$ cat src/hw/rtl/tpsdds_pkg.sv
// Shared types and constants for the test-pulse sweep DDS programmer.
// No dependencies; every other file in hw/rtl imports this package.
package tpsdds_pkg;

    // APB register port
    localparam int APB_AW = 4;
    localparam int APB_DW = 32;

    // Register map, word index (byte address / 4)
    localparam logic [1:0] REG_FREQ_COUNT  = 2'd0;
    localparam logic [1:0] REG_ATTEN_STEP  = 2'd1;
    localparam logic [1:0] REG_ATTEN_LIMIT = 2'd2;

    // Register widths and reset values
    localparam int FC_W   = 4;
    localparam int STEP_W = 6;
    localparam int LIM_W  = 7;
    localparam logic [FC_W-1:0]   FREQ_COUNT_RST  = 4'd1;
    localparam logic [STEP_W-1:0] ATTEN_STEP_RST  = 6'd1;
    localparam logic [LIM_W-1:0]  ATTEN_LIMIT_RST = 7'd127;

    // Item field widths
    localparam int SEL_W  = 2;
    localparam int IDX_W  = 3;
    localparam int VAL_W  = 35;
    localparam int FREQ_W = 34;
    localparam int FNUM_W = 4;
    localparam int ATT_W  = 8;
    localparam int BAND_W = 7;
    localparam int TUNE_W = 30;

    // Operation and table codes
    localparam logic OP_LOAD    = 1'b0;
    localparam logic OP_ADVANCE = 1'b1;
    localparam logic [SEL_W-1:0] TBL_FORE_BASE = 2'd0;
    localparam logic [SEL_W-1:0] TBL_FORE_OFS  = 2'd1;
    localparam logic [SEL_W-1:0] TBL_AFT_BASE  = 2'd2;
    localparam logic [SEL_W-1:0] TBL_AFT_OFS   = 2'd3;

    // Channel codes
    localparam logic CH_FORE = 1'b0;
    localparam logic CH_AFT  = 1'b1;

    // Frequency limits and DDS constants (Hz)
    localparam int SUM_W  = 36;
    localparam int DIFF_W = 32;
    localparam int DEN_W  = 27;
    localparam int DVD_W  = 57;
    localparam logic [FREQ_W-1:0] F_LOW  = 34'd8000000000;
    localparam logic [FREQ_W-1:0] F_HIGH = 34'd10799999999;
    localparam logic [FREQ_W-1:0] F_TOP  = 34'd10860000000;
    localparam logic [19:0]       DDS_DIV  = 20'd703125;
    localparam logic [8:0]        BAND_TOP = 9'd361;
    localparam logic [24:0]       BAND_DIV = 25'd30000000;

    // Band quotient: f / 30e6 = ((f >> 7) * BAND_RECIP) >> 45, exact for
    // any 27-bit f >> 7 (BAND_RECIP = ceil(2^45 / 234375))
    localparam logic [27:0] BAND_RECIP = 28'd150119988;

    // Tuning-word restoring divider
    localparam int DIV_REM_W = 28;
    localparam int DIV_LOW_W = 30;
    localparam int DIV_CNT_W = 5;
    localparam logic [DIV_CNT_W-1:0] TUNE_STEPS = 5'd30;

    typedef struct packed {
        logic [FC_W-1:0]   freq_count;
        logic [STEP_W-1:0] atten_step;
        logic [LIM_W-1:0]  atten_limit;
    } t_cfg;

    // Controller to datapath
    typedef struct packed {
        logic write_entry;
        logic read_tables;
        logic sum;
        logic band_take;
        logic den;
        logic tune_start;
        logic tune_take;
        logic emit;
        logic update;
        logic chan;
    } t_cmd;

    // Datapath to controller
    typedef struct packed {
        logic in_valid;
        logic in_advance;
        logic div_done;
        logic out_free;
    } t_sts;

endpackage

$ cat src/hw/rtl/tpsdds_intf.sv


interface tpsdds_out_if;
    import tpsdds_pkg::*;

    logic              valid;
    logic              ready;
    logic              channel;
    logic [FNUM_W-1:0] freq_number;
    logic [FREQ_W-1:0] frequency_hz;
    logic [ATT_W-1:0]  attenuation;
    logic [BAND_W-1:0] dds_band;
    logic [TUNE_W-1:0] dds_tuning;
    logic              last;

    modport source (output valid, channel, freq_number, frequency_hz, attenuation,
                    dds_band, dds_tuning, last, input ready);
    modport sink   (input valid, channel, freq_number, frequency_hz, attenuation,
                    dds_band, dds_tuning, last, output ready);
endinterface

$ cat src/hw/rtl/tpsdds_div.sv
// Bit-serial restoring divider, one quotient bit per cycle.
// Depends on tpsdds_pkg; used for the tuning-word division.
module tpsdds_div (
    input  logic                               i_clk,
    input  logic                               i_rst_n,
    input  logic                               i_start,
    input  logic [tpsdds_pkg::DIV_REM_W-1:0]   i_rem,
    input  logic [tpsdds_pkg::DIV_LOW_W-1:0]   i_low,
    input  logic [tpsdds_pkg::DIV_REM_W-1:0]   i_divisor,
    input  logic [tpsdds_pkg::DIV_CNT_W-1:0]   i_steps,
    output logic                               o_done,
    output logic [tpsdds_pkg::DIV_LOW_W-1:0]   o_quot
);
    import tpsdds_pkg::*;

    logic [DIV_REM_W-1:0] r_rem;
    logic [DIV_LOW_W-1:0] r_low;
    logic [DIV_REM_W-1:0] r_div;
    logic [DIV_CNT_W-1:0] r_count;
    logic                 r_done;

    logic [DIV_REM_W:0]   w_trial;
    logic [DIV_REM_W:0]   w_sub;
    logic                 w_fits;

    // Trial subtract of the shifted partial remainder
    assign w_trial = {r_rem, r_low[DIV_LOW_W-1]};
    assign w_fits  = (w_trial >= {1'b0, r_div});
    assign w_sub   = w_trial - {1'b0, r_div};

    // Step counter and done pulse
    always_ff @(posedge i_clk) begin
        if (!i_rst_n) begin
            r_count <= '0;
            r_done  <= 1'b0;
        end else begin
            r_done <= 1'b0;
            if (i_start) begin
                r_count <= i_steps;
            end else if (r_count != '0) begin
                r_count <= r_count - 1'b1;
                if (r_count == DIV_CNT_W'(1)) begin
                    r_done <= 1'b1;
                end
            end
        end
    end

    // Remainder and dividend/quotient shift register
    always_ff @(posedge i_clk) begin
        if (i_start) begin
            r_rem <= i_rem;
            r_low <= i_low;
            r_div <= i_divisor;
        end else if (r_count != '0) begin
            r_rem <= w_fits ? w_sub[DIV_REM_W-1:0] : w_trial[DIV_REM_W-1:0];
            r_low <= {r_low[DIV_LOW_W-2:0], w_fits};
        end
    end

    assign o_done = r_done;
    assign o_quot = r_low;

endmodule

$ cat src/hw/rtl/tpsdds_dpath.sv
// Datapath: entry tables, sweep counters, frequency/band/tuning arithmetic
// and the result register. Depends on tpsdds_pkg, tpsdds_intf, tpsdds_div.
module tpsdds_dpath #(
    parameter int MAX_FREQS   = 8,
    parameter int NUM_OFFSETS = 7
) (
    input  logic                                i_clk,
    input  logic                                i_rst_n,
    input  tpsdds_pkg::t_cmd                    i_cmd,
    input  tpsdds_pkg::t_cfg                    i_cfg,
    input  logic                                i_valid,
    input  logic                                i_operation,
    input  logic [tpsdds_pkg::SEL_W-1:0]        i_table_select,
    input  logic [tpsdds_pkg::IDX_W-1:0]        i_entry_index,
    input  logic signed [tpsdds_pkg::VAL_W-1:0] i_entry_value,
    output tpsdds_pkg::t_sts                    o_sts,
    tpsdds_out_if.source                        o_out
);
    import tpsdds_pkg::*;

    localparam int FI_W  = (MAX_FREQS > 1) ? $clog2(MAX_FREQS) : 1;
    localparam int OI_W  = (NUM_OFFSETS > 1) ? $clog2(NUM_OFFSETS) : 1;
    localparam int CNT_W = (FI_W + 1 > 5) ? FI_W + 1 : 5;

    // Tables
    logic [FREQ_W-1:0]       r_fore_base [MAX_FREQS];
    logic [FREQ_W-1:0]       r_aft_base  [MAX_FREQS];
    logic signed [VAL_W-1:0] r_fore_ofs  [NUM_OFFSETS];
    logic signed [VAL_W-1:0] r_aft_ofs   [NUM_OFFSETS];

    // Sweep state
    logic [FI_W-1:0]   r_freq_index;
    logic [OI_W-1:0]   r_offset_index;
    logic [ATT_W-1:0]  r_atten_now;
    logic [STEP_W-1:0] r_atten_start;

    // Working registers
    logic [FREQ_W-1:0]       r_fb;
    logic [FREQ_W-1:0]       r_ab;
    logic signed [VAL_W-1:0] r_fo;
    logic signed [VAL_W-1:0] r_ao;
    logic [FREQ_W-1:0]       r_freq;
    logic [DIFF_W-1:0]       r_diff;
    logic [BAND_W-1:0]       r_band;
    logic [DEN_W-1:0]        r_den;
    logic [TUNE_W-1:0]       r_tune;

    // Result register
    logic              r_out_valid;
    logic              r_out_channel;
    logic [FNUM_W-1:0] r_out_fnum;
    logic [FREQ_W-1:0] r_out_freq;
    logic [ATT_W-1:0]  r_out_att;
    logic [BAND_W-1:0] r_out_band;
    logic [TUNE_W-1:0] r_out_tune;
    logic              r_out_last;

    logic                     w_base_ok;
    logic                     w_ofs_ok;
    logic [FI_W-1:0]          w_base_addr;
    logic [OI_W-1:0]          w_ofs_addr;
    logic [FREQ_W-1:0]        w_base_sel;
    logic signed [VAL_W-1:0]  w_ofs_sel;
    logic signed [SUM_W-1:0]  w_sum;
    logic [FREQ_W-1:0]        w_sat;
    logic [FREQ_W-1:0]        w_diff_full;
    logic [54:0]              w_band_prod;
    logic [8:0]               w_band_full;
    logic [7:0]               w_band_p1;
    logic [27:0]              w_den_prod;
    logic [DVD_W-1:0]         w_dividend;
    logic                     w_div_start;
    logic [DIV_REM_W-1:0]     w_div_rem;
    logic [DIV_LOW_W-1:0]     w_div_low;
    logic [DIV_REM_W-1:0]     w_div_divisor;
    logic [DIV_CNT_W-1:0]     w_div_steps;
    logic                     w_div_done;
    logic [DIV_LOW_W-1:0]     w_quot;
    logic [CNT_W-1:0]         w_count;
    logic [CNT_W-1:0]         w_fi_inc;
    logic                     w_wrap;
    logic [8:0]               w_att_sum;
    logic                     w_pass;
    logic [STEP_W:0]          w_start_inc;
    logic [STEP_W-1:0]        w_start_next;
    logic [OI_W:0]            w_oi_inc;
    logic [OI_W-1:0]          w_oi_next;

    // Load decode; out-of-range entries are dropped
    assign w_base_ok   = (int'(i_entry_index) < MAX_FREQS);
    assign w_ofs_ok    = (int'(i_entry_index) < NUM_OFFSETS);
    assign w_base_addr = FI_W'(i_entry_index);
    assign w_ofs_addr  = OI_W'(i_entry_index);

    always_ff @(posedge i_clk) begin
        if (i_cmd.write_entry) begin
            unique case (i_table_select)
                TBL_FORE_BASE: if (w_base_ok) r_fore_base[w_base_addr] <= i_entry_value[FREQ_W-1:0];
                TBL_AFT_BASE:  if (w_base_ok) r_aft_base[w_base_addr]  <= i_entry_value[FREQ_W-1:0];
                TBL_FORE_OFS:  if (w_ofs_ok)  r_fore_ofs[w_ofs_addr]   <= i_entry_value;
                TBL_AFT_OFS:   if (w_ofs_ok)  r_aft_ofs[w_ofs_addr]    <= i_entry_value;
                default: ;
            endcase
        end
    end

    // Base + offset, clamped into the transmit band
    assign w_base_sel = (i_cmd.chan == CH_AFT) ? r_ab : r_fb;
    assign w_ofs_sel  = (i_cmd.chan == CH_AFT) ? r_ao : r_fo;
    assign w_sum      = $signed({2'b00, w_base_sel}) + SUM_W'(w_ofs_sel);

    always_comb begin
        if (w_sum < $signed({2'b00, F_LOW})) begin
            w_sat = F_LOW;
        end else if (w_sum > $signed({2'b00, F_HIGH})) begin
            w_sat = F_HIGH;
        end else begin
            w_sat = w_sum[FREQ_W-1:0];
        end
    end

    // Band by reciprocal multiply, denominator and rounded-division operand
    assign w_diff_full = F_TOP - r_freq;
    assign w_band_prod = 55'(r_freq[FREQ_W-1:7]) * 55'(BAND_RECIP);
    assign w_band_full = BAND_TOP - w_band_prod[53:45];
    assign w_band_p1   = {1'b0, r_band} + 8'd1;
    assign w_den_prod  = 28'(DDS_DIV) * 28'(w_band_p1);
    assign w_dividend  = {r_diff, 25'b0} + DVD_W'(r_den);

    // Divider operands for the tuning word
    assign w_div_start   = i_cmd.tune_start;
    assign w_div_rem     = DIV_REM_W'(w_dividend[DVD_W-1:DIV_LOW_W]);
    assign w_div_low     = w_dividend[DIV_LOW_W-1:0];
    assign w_div_divisor = {r_den, 1'b0};
    assign w_div_steps   = TUNE_STEPS;

    tpsdds_div u_div (
        .i_clk     (i_clk),
        .i_rst_n   (i_rst_n),
        .i_start   (w_div_start),
        .i_rem     (w_div_rem),
        .i_low     (w_div_low),
        .i_divisor (w_div_divisor),
        .i_steps   (w_div_steps),
        .o_done    (w_div_done),
        .o_quot    (w_quot)
    );

    // Arithmetic pipeline registers
    always_ff @(posedge i_clk) begin
        if (i_cmd.read_tables) begin
            r_fb <= r_fore_base[r_freq_index];
            r_ab <= r_aft_base[r_freq_index];
            r_fo <= r_fore_ofs[r_offset_index];
            r_ao <= r_aft_ofs[r_offset_index];
        end
        if (i_cmd.sum) begin
            r_freq <= w_sat;
        end
        if (i_cmd.band_take) begin
            r_diff <= w_diff_full[DIFF_W-1:0];
            r_band <= w_band_full[BAND_W-1:0];
        end
        if (i_cmd.den) begin
            r_den <= w_den_prod[DEN_W-1:0];
        end
        if (i_cmd.tune_take) begin
            r_tune <= w_quot[TUNE_W-1:0];
        end
    end

    // Sweep counter next values
    assign w_count      = (int'(i_cfg.freq_count) > MAX_FREQS) ? CNT_W'(MAX_FREQS)
                                                               : CNT_W'(i_cfg.freq_count);
    assign w_fi_inc     = CNT_W'(r_freq_index) + 1'b1;
    assign w_wrap       = (w_fi_inc >= w_count);
    assign w_att_sum    = 9'(r_atten_now) + 9'(i_cfg.atten_step);
    assign w_pass       = (w_att_sum > 9'(i_cfg.atten_limit));
    assign w_start_inc  = {1'b0, r_atten_start} + 1'b1;
    assign w_start_next = (w_start_inc >= {1'b0, i_cfg.atten_step}) ? '0
                                                                    : w_start_inc[STEP_W-1:0];
    assign w_oi_inc     = {1'b0, r_offset_index} + 1'b1;
    assign w_oi_next    = (w_oi_inc >= (OI_W+1)'(NUM_OFFSETS)) ? '0 : w_oi_inc[OI_W-1:0];

    always_ff @(posedge i_clk) begin
        if (!i_rst_n) begin
            r_freq_index   <= '0;
            r_offset_index <= '0;
            r_atten_now    <= '0;
            r_atten_start  <= '0;
        end else if (i_cmd.update) begin
            if (w_wrap) begin
                r_freq_index <= '0;
                if (w_pass) begin
                    r_atten_start  <= w_start_next;
                    r_atten_now    <= ATT_W'(w_start_next);
                    r_offset_index <= w_oi_next;
                end else begin
                    r_atten_now <= w_att_sum[ATT_W-1:0];
                end
            end else begin
                r_freq_index <= w_fi_inc[FI_W-1:0];
            end
        end
    end

    // Result register: loads while the previous beat drains
    always_ff @(posedge i_clk) begin
        if (!i_rst_n) begin
            r_out_valid <= 1'b0;
        end else if (i_cmd.emit) begin
            r_out_valid <= 1'b1;
        end else if (o_out.ready) begin
            r_out_valid <= 1'b0;
        end
    end

    always_ff @(posedge i_clk) begin
        if (i_cmd.emit) begin
            r_out_channel <= i_cmd.chan;
            r_out_fnum    <= w_fi_inc[FNUM_W-1:0];
            r_out_freq    <= r_freq;
            r_out_att     <= r_atten_now;
            r_out_band    <= r_band;
            r_out_tune    <= r_tune;
            r_out_last    <= (i_cmd.chan == CH_AFT) && w_wrap && w_pass;
        end
    end

    assign o_out.valid        = r_out_valid;
    assign o_out.channel      = r_out_channel;
    assign o_out.freq_number  = r_out_fnum;
    assign o_out.frequency_hz = r_out_freq;
    assign o_out.attenuation  = r_out_att;
    assign o_out.dds_band     = r_out_band;
    assign o_out.dds_tuning   = r_out_tune;
    assign o_out.last         = r_out_last;

    // Status to controller
    assign o_sts.in_valid   = i_valid;
    assign o_sts.in_advance = (i_operation == OP_ADVANCE);
    assign o_sts.div_done   = w_div_done;
    assign o_sts.out_free   = !r_out_valid || o_out.ready;

    // Checks
    a_freq_index_range: assert property (@(posedge i_clk) disable iff (!i_rst_n)
        int'(r_freq_index) < MAX_FREQS)
        else $error("frequency index out of range");

    a_offset_index_range: assert property (@(posedge i_clk) disable iff (!i_rst_n)
        int'(r_offset_index) < NUM_OFFSETS)
        else $error("offset index out of range");

    a_atten_bound: assert property (@(posedge i_clk) disable iff (!i_rst_n)
        r_atten_now <= ATT_W'(127))
        else $error("stored attenuation above 127");

    a_emit_loads: assert property (@(posedge i_clk) disable iff (!i_rst_n)
        i_cmd.emit |=> r_out_valid)
        else $error("result beat lost after emit");

    a_last_on_aft: assert property (@(posedge i_clk) disable iff (!i_rst_n)
        (r_out_valid && r_out_last) |-> (r_out_channel == CH_AFT))
        else $error("last flag on a fore beat");

endmodule

$ cat src/flat_wrapper.sv
// flat-port wrapper written by rule: the top's interface ports become plain ports
module tpsdds_dpath_flat import tpsdds_pkg::*;
#(
    parameter int MAX_FREQS   = 8,
    parameter int NUM_OFFSETS = 7
)
  (i_clk, i_rst_n, i_cmd, i_cfg, i_valid, i_operation, i_table_select, i_entry_index, i_entry_value, o_sts, o_out_valid, o_out_channel, o_out_freq_number, o_out_frequency_hz, o_out_attenuation, o_out_dds_band, o_out_dds_tuning, o_out_last, o_out_ready);
  tpsdds_out_if o_out_i ();
  input  logic i_clk;
  input  logic i_rst_n;
  input  tpsdds_pkg::t_cmd i_cmd;
  input  tpsdds_pkg::t_cfg i_cfg;
  input  logic i_valid;
  input  logic i_operation;
  input  logic [tpsdds_pkg::SEL_W-1:0] i_table_select;
  input  logic [tpsdds_pkg::IDX_W-1:0] i_entry_index;
  input  logic signed [tpsdds_pkg::VAL_W-1:0] i_entry_value;
  output tpsdds_pkg::t_sts o_sts;
  output wire logic [$bits(o_out_i.valid)-1:0] o_out_valid;
  output wire logic [$bits(o_out_i.channel)-1:0] o_out_channel;
  output wire logic [$bits(o_out_i.freq_number)-1:0] o_out_freq_number;
  output wire logic [$bits(o_out_i.frequency_hz)-1:0] o_out_frequency_hz;
  output wire logic [$bits(o_out_i.attenuation)-1:0] o_out_attenuation;
  output wire logic [$bits(o_out_i.dds_band)-1:0] o_out_dds_band;
  output wire logic [$bits(o_out_i.dds_tuning)-1:0] o_out_dds_tuning;
  output wire logic [$bits(o_out_i.last)-1:0] o_out_last;
  input wire logic [$bits(o_out_i.ready)-1:0] o_out_ready;
  assign o_out_valid = o_out_i.valid;
  assign o_out_channel = o_out_i.channel;
  assign o_out_freq_number = o_out_i.freq_number;
  assign o_out_frequency_hz = o_out_i.frequency_hz;
  assign o_out_attenuation = o_out_i.attenuation;
  assign o_out_dds_band = o_out_i.dds_band;
  assign o_out_dds_tuning = o_out_i.dds_tuning;
  assign o_out_last = o_out_i.last;
  assign o_out_i.ready = o_out_ready;
  tpsdds_dpath #(.MAX_FREQS(MAX_FREQS), .NUM_OFFSETS(NUM_OFFSETS)) u_core (.i_clk(i_clk), .i_rst_n(i_rst_n), .i_cmd(i_cmd), .i_cfg(i_cfg), .i_valid(i_valid), .i_operation(i_operation), .i_table_select(i_table_select), .i_entry_index(i_entry_index), .i_entry_value(i_entry_value), .o_sts(o_sts), .o_out(o_out_i));
endmodule
$ cat config.mk
export PLATFORM = sky130hd
export DESIGN_NAME = tpsdds_dpath_flat
export DESIGN_NICKNAME = d
export VERILOG_FILES = /design/src/hw/rtl/tpsdds_pkg.sv /design/src/hw/rtl/tpsdds_intf.sv /design/src/hw/rtl/tpsdds_div.sv /design/src/hw/rtl/tpsdds_dpath.sv /design/src/flat_wrapper.sv
export SDC_FILE = /design/constraint.sdc
export NUM_CORES = 2
export LEC_CHECK = 0
export ABC_CLOCK_PERIOD_IN_PS = 7900
export CORE_MARGIN = 1
export CORE_UTILIZATION = 50
export DETAILED_ROUTE_END_ITERATION = 10
export DONT_BUFFER_PORTS = 1
export MAX_ROUTING_LAYER = met4
export SYNTH_ARGS = -nofsm -noshare
export SYNTH_HDL_FRONTEND = slang
export SYNTH_SLANG_ARGS = --single-unit
$ cat constraint.sdc
create_clock -name i_clk -period 7.9 [get_ports i_clk]
set_clock_uncertainty 0.15 [all_clocks]
set_input_delay 0.395 -clock i_clk [delete_from_list [all_inputs] [get_ports i_clk]]
set_output_delay 0.395 -clock i_clk [all_outputs]
set_load 0.1 [all_outputs]
* After elaboration in Yosys (flattened, before gate mapping)
Memory sizes are Yosys's and may differ from the RTL's. A register that Yosys moved wholly into a read port is not among the register bits.
Cells that the tools add are included.
** Operators by class
- $mul :: 2
- Mux-type cells :: 31
- Equality and inequality tests :: 4
- Add/subtract/negate cells :: 11
- Reductions and logical operators :: 13
- Magnitude comparators :: 9
- Bitwise gates (word level) :: 2
** Operators with widths (count)
- two-way mux 34 bit :: 2
- two-way mux 30 bit :: 2
- adder 57 x 27 -> 57 bit :: 1
- two-way mux 27 bit :: 2
- multiplier 27 x 26 -> 50 bit, second input constant :: 1
- adder 35 x 35 -> 36 bit :: 1
- > comparator 36 x 35 -> 1 bit, second input constant :: 1
- < comparator 36 x 34 -> 1 bit, second input constant :: 1
- two-way mux 35 bit :: 1
- subtractor 32 bit, first input constant :: 1
- greater-or-equal comparator 29 x 28 -> 1 bit :: 1
- two-way mux 28 bit :: 1
- subtractor 28 bit :: 1
- multiplier 20 x 8 -> 27 bit, first input constant :: 1
- two-way mux 1 bit :: 16
- two-way mux 5 bit :: 2
- adder 8 x 6 -> 9 bit :: 1
- > comparator 9 x 7 -> 1 bit :: 1
- adder 3 x 1 -> 4 bit, second input constant :: 2
- adder 7 x 1 -> 8 bit, second input constant :: 1
- two-way mux 8 bit :: 1
- adder 6 x 1 -> 7 bit, second input constant :: 1
- greater-or-equal comparator 7 x 6 -> 1 bit :: 1
- subtractor 7 bit, first input constant :: 1
- 22 further kinds :: 28
** Word-level totals
- Register bits after elaboration :: 327
- Bits in writable memories :: 1034
- Memories :: 4
- Output and inout bits :: 90
- Word-level logic and storage cells :: 101
** Memory list
- u_core.r_aft_base :: depth 8, bits a word 34, read ports 1, clocked after memory_dff 1, write ports 1, RTL line tpsdds_dpath.sv:27 : logic [FREQ_W-1:0] r_aft_base [MAX_FREQS];
- u_core.r_fore_base :: depth 8, bits a word 34, read ports 1, clocked after memory_dff 1, write ports 1, RTL line tpsdds_dpath.sv:26 : logic [FREQ_W-1:0] r_fore_base [MAX_FREQS];
- u_core.r_aft_ofs :: depth 7, bits a word 35, read ports 1, clocked after memory_dff 1, write ports 1, RTL line tpsdds_dpath.sv:29 : logic signed [VAL_W-1:0] r_aft_ofs [NUM_OFFSETS];
- u_core.r_fore_ofs :: depth 7, bits a word 35, read ports 1, clocked after memory_dff 1, write ports 1, RTL line tpsdds_dpath.sv:28 : logic signed [VAL_W-1:0] r_fore_ofs [NUM_OFFSETS];

* Depth between registers and ports, before layout
- Word-level depth :: 5
- Depth in mapped cells :: 27
- Mapped depth without buffers :: 27

* Cells and area by module
From an unflattened synthesis, not the netlist that was laid out.
** Second synthesis, totals
- Cells, all modules :: 4893
- Area total of the unflattened synthesis :: 75886.5 µm²
** By module, submodules not included
- tpsdds_dpath :: area each 70272.4 µm², instances 1, cells each 4384
- tpsdds_div :: area each 5614.1 µm², instances 1, cells each 509

* Worst setup path before layout
OpenSTA, ideal clock, no wires.
- Path kind :: register to register
- Start :: reg u_core.r_freq[10]
- End :: reg u_core.r_band[6], data pin
- Cell stages (with the launch flop) :: 24
- Required time :: 7.593 ns
- Arrival time :: 6.586 ns
- Setup slack :: 1.008 ns
- Library setup time :: 0.157 ns
- Period minus slack after synthesis :: 6.892 ns
- Buffers on the path :: 0
- Cells stage by stage :: edfxtp_1 inv_1 ha_1 ha_1 a21oi_1 fa_1 inv_1 fa_1 fa_1 fa_1 inv_1 fa_1 inv_1 ha_1 a21o_1 a221oi_1 o31ai_1 o31ai_1 a21oi_1 or4b_1 a21boi_0 o31ai_1 a311o_1 nor3_1
** Between the ends
- Cells in the longest elaborated chain, start to end :: 2
** RTL lines
- from (decl) :: RTL line tpsdds_dpath.sv:42 : logic [FREQ_W-1:0] r_freq;
- from (signal assigned) :: RTL line tpsdds_dpath.sv:158 : r_freq <= w_sat;
- multiplier 27 x 26 -> 50 bit :: RTL line tpsdds_dpath.sv:124 : assign w_band_prod = 55'(r_freq[FREQ_W-1:7]) * 55'(BAND_RECIP);
- subtractor 7 bit :: RTL line tpsdds_dpath.sv:125 : assign w_band_full = BAND_TOP - w_band_prod[53:45];
- named net u_core.w_band_full[6] :: RTL line tpsdds_dpath.sv:68 : logic [8:0] w_band_full;
- to (signal assigned) :: RTL line tpsdds_dpath.sv:162 : r_band <= w_band_full[BAND_W-1:0];
- to (decl) :: RTL line tpsdds_dpath.sv:44 : logic [BAND_W-1:0] r_band;
The timed path passes the listed nets, and every way through them passes these cells.
A chain may end at the register's enable or synchronous reset.

* Worst setup path in the final report
- Start :: reg u_core.r_freq[23]
- End :: reg u_core.r_band[6], data pin
The elaborated chain is that of the path after synthesis.

==> results.sh <==
export IMPL_synth_seq_cells=1499
export IMPL_syn_area_um2=75200
export IMPL_seq_area_um2=44800
export IMPL_maxCapViolCount=0
export IMPL_grt_overflow_total=0
export IMPL_hold_end="u_core.r_atten_start[4]$_SDFFE_PN0P_"
export IMPL_layout_commonest_cell="edfxtp_1"
export IMPL_seq_area_frac_synth_pct=59.5
export IMPL_synth_top_family_by_area="adder cells"
export IMPL_min_period_ps=7600
export IMPL_wl_per_cell_um=25.2
export IMPL_hp_start="i_cfg[11]"
export IMPL_rrSetupSlack_ps=300
export IMPL_finalHoldViolCount=0
export IMPL_path_class="reg2reg"
export IMPL_yosys_area_share_simple_pct=3.92
export IMPL_std_cell_rows=141
export IMPL_drt_iter0_markers=3137
export IMPL_slew_headroom_pct=23.6
export IMPL_cp_slowest_cell="edfxtp_1"
export IMPL_instances_no_fill=7111
export IMPL_synthMuxAreaShare_pct=11.2
export IMPL_clockBufferDepth=3
export IMPL_h_tree_depth=4
export IMPL_grtUsageMet1_pct=33.9
export IMPL_synth_edff_count=1471
export IMPL_grt_max_degree=139
export IMPL_cts_root_buf="clkbuf_16"
export IMPL_clkLatencyLatePin_ps=790
export IMPL_netlist_instances=4806
export IMPL_grt_pass1_vias=41300
export IMPL_port_buffers=0
export IMPL_nets=5803
export IMPL_synth_main_ff_cell="edfxtp_1"
export IMPL_setup_tns_ps=0
export IMPL_antenna_found_initial=7
export IMPL_synth_compound_area_share_pct=4.30
export IMPL_finalMaxSlewViolations=0
export IMPL_grt_busiest_layer="met2"
export IMPL_arrival_ps=8040
export IMPL_setup_viol=0
export IMPL_ant_nets=0
export IMPL_post_cts_resized=0
export IMPL_numCtsBuffers=158
export IMPL_multiInputGateArea_um2=27900
export IMPL_initial_core_util_pct=50.7
export IMPL_startpoint_type="register"
export IMPL_drt_total_wl_um=180000
export IMPL_status="finished, final reports clean"
export IMPL_routabilityCongestion=0.923
export IMPL_cts_tree="yes"
export IMPL_grt_pass1_wl_um=269000
export IMPL_routed_via_density=5.59
export IMPL_clock_sinks=1499
export IMPL_gr_usage_all_layers_pct=24.9
export IMPL_worst_setup_path_end_kind="register"
export IMPL_postCtsSetupRepairBufs=0
export IMPL_crit_fanout=11
export IMPL_grt_use_met3_pct=3.19
export IMPL_hold_depth=7
export IMPL_synthAdderAreaFrac_pct=15.4
export IMPL_r2r_cells=27
export IMPL_cts_clk_slew_worst_paths_ps=70
export IMPL_pin_count=162
export IMPL_drt_pass1_iter_count=5
export IMPL_place_hpwl_um=115000
export IMPL_use_met2_pct=39.8
export IMPL_die_area_um2=152000
export IMPL_slowest_delay_ps=680
export IMPL_vias=39700
export IMPL_dp_cells=6756
export IMPL_final_cell_mix="edfxtp_1 (1471), inv_1 (578), ha_1 (476)"
export IMPL_required_ps=8350
export IMPL_synth_xor_area_share_pct=2.03
export IMPL_die_x_um=390
export IMPL_regToRegStartpoint="u_core.r_freq[23]$_SDFFCE_PP1P_"
export IMPL_min_period_over_period_pct=96.2
export IMPL_core_area_um2=148000
export IMPL_rsz0062_at_grt="no"
export IMPL_drive_above_1_share_pct=15.9
export IMPL_r2r_end="u_core.r_band[6]$_DFFE_PP_"
export IMPL_hold_class="in2reg"
export IMPL_async_reset_ff_share_pct=0
export IMPL_areaGrowthSynthToFinish_pct=11.5
export IMPL_tightest_slew_ps=1140
export IMPL_fmax_mhz=132
export IMPL_path_common_cell="inv_1"
export IMPL_syn_nets=5635
export IMPL_cts_hold_buffers=60
export IMPL_die_h_um=390
export IMPL_avgSynthCellArea_um2=15.6
export IMPL_ys_types=92
export IMPL_fillers=11700
export IMPL_yosysWarnings=0
export IMPL_route_detailed_drc=0
per-layer routing:
| layer | vias to the layer above | part of all wire, % |
|---|---|---|
| met5 | - | 0 |
| met4 | 0 | 2.4 |
| met3 | 229 | 4.2 |
| met2 | 891 | 49 |
| met1 | 20500 | 44 |
| li1 | 18100 | - |
Yosys cell counts (19+ instances only):
library cell     n  share of area, %
a21oi_1        115              0.77
nand2_1        186              0.93
a21o_1          57              0.57
xnor2_1        120               1.4
edfxtp_1      1471                59
fa_1           281               7.5
nor3_1          44              0.29
mux2_2         238               3.6
ha_1           476               7.9
clkbuf_1        88              0.44
xor2_1          54              0.63
dfxtp_1         28              0.75
o21ai_0        141              0.94
inv_1          579               2.9
o21a_1          28              0.28
nand2b_1        20              0.17
and3_1          26              0.22
nor2b_1         27              0.22
buf_1           30              0.15
nand3_1         59              0.39
nand4_1         25              0.21
mux4_2         206               6.2
nor2_1         141              0.70
mux2i_1        109               1.5
o21ai_1         19              0.13
how the worst max path moves through the flow:
stage	startpoint	endpoint	slack, ps	cells past startpoint
CTS	u_core.r_freq[10]$_SDFFCE_PP0P_	u_core.r_band[6]$_DFFE_PP_	360	25
finish	u_core.r_freq[23]$_SDFFCE_PP1P_	u_core.r_band[6]$_DFFE_PP_	300	27
global placement	u_core.r_freq[23]$_SDFFCE_PP1P_	u_core.r_band[6]$_DFFE_PP_	590	27
floorplan	u_core.r_freq[10]$_SDFFCE_PP0P_	u_core.r_band[6]$_DFFE_PP_	1010	23
detailed placement	u_core.r_freq[10]$_SDFFCE_PP0P_	u_core.r_band[6]$_DFFE_PP_	390	25
global route	u_core.r_freq[10]$_SDFFCE_PP0P_	u_core.r_band[6]$_DFFE_PP_	20	24
through the flow:
step | worst slack, ps | hold slack (ps) | area, um^2 | utilization [%]
after floorplan | 1010 | 250 | 75200 | -
after global placement | 586 | 252 | 78000 | 52.6
after detailed placement | 386 | 255 | 78000 | 52.6
after CTS | 361 | 4.67 | 83800 | 56.5
after global routing | 17.8 | 81.5 | 83800 | 56.5
final | 303 | 50.6 | 83800 | 56.5
kinds of logic after synthesis:
kind of cell    count (synthesis)
mux                           553
compound gates                500
simple gates                  609
fa+ha+maj                     757
xor+xnor                      174
buf+inv                       714
flops                        1499
state kept, by name, summed over array words and instances, names as in the netlist, 27 cells and up:
register,count
u_core.u_div.r_div,27
u_core.r_fore_ofs,245
u_core.r_aft_base,272
u_core.r_fore_base,272
u_core.u_div.r_rem,28
u_core.r_den,27
u_core.r_fb,34
u_core.r_aft_ofs,245
u_core.r_tune,30
u_core.r_ao,35
u_core.o_out.dds_tuning,30
u_core.u_div.o_quot,30
u_core.r_freq,34
u_core.o_out.frequency_hz,34
u_core.r_ab,34
u_core.r_diff,32
u_core.r_fo,35
worst max-delay path, delay by kind of cell (launching register included):
family                     cells  cell delay (ps)
adders and majority gates      8             3460
AOI/OAI and AO/OA              8             1450
buffers and inverters          8              830
and+or+nand+nor                2              720
DFF                            1              680
muxes                          1              110
final cells by class:
class                           count  share of cell area (%)
Antenna cell                        2                 0.00597
Timing Repair Buffer              141                    1.57
Clock buffer                      210                    5.01
Multi-Input combinational cell   2593                    33.3
Clock inverter                     83                    1.10
Sequential cell                  1499                    53.4
Inverter                          581                    2.60
Tap cell                         2002                    2.99
Power is not shown: default switching activity piles up to over one toggle a cycle in this logic, so the estimate is an artifact.
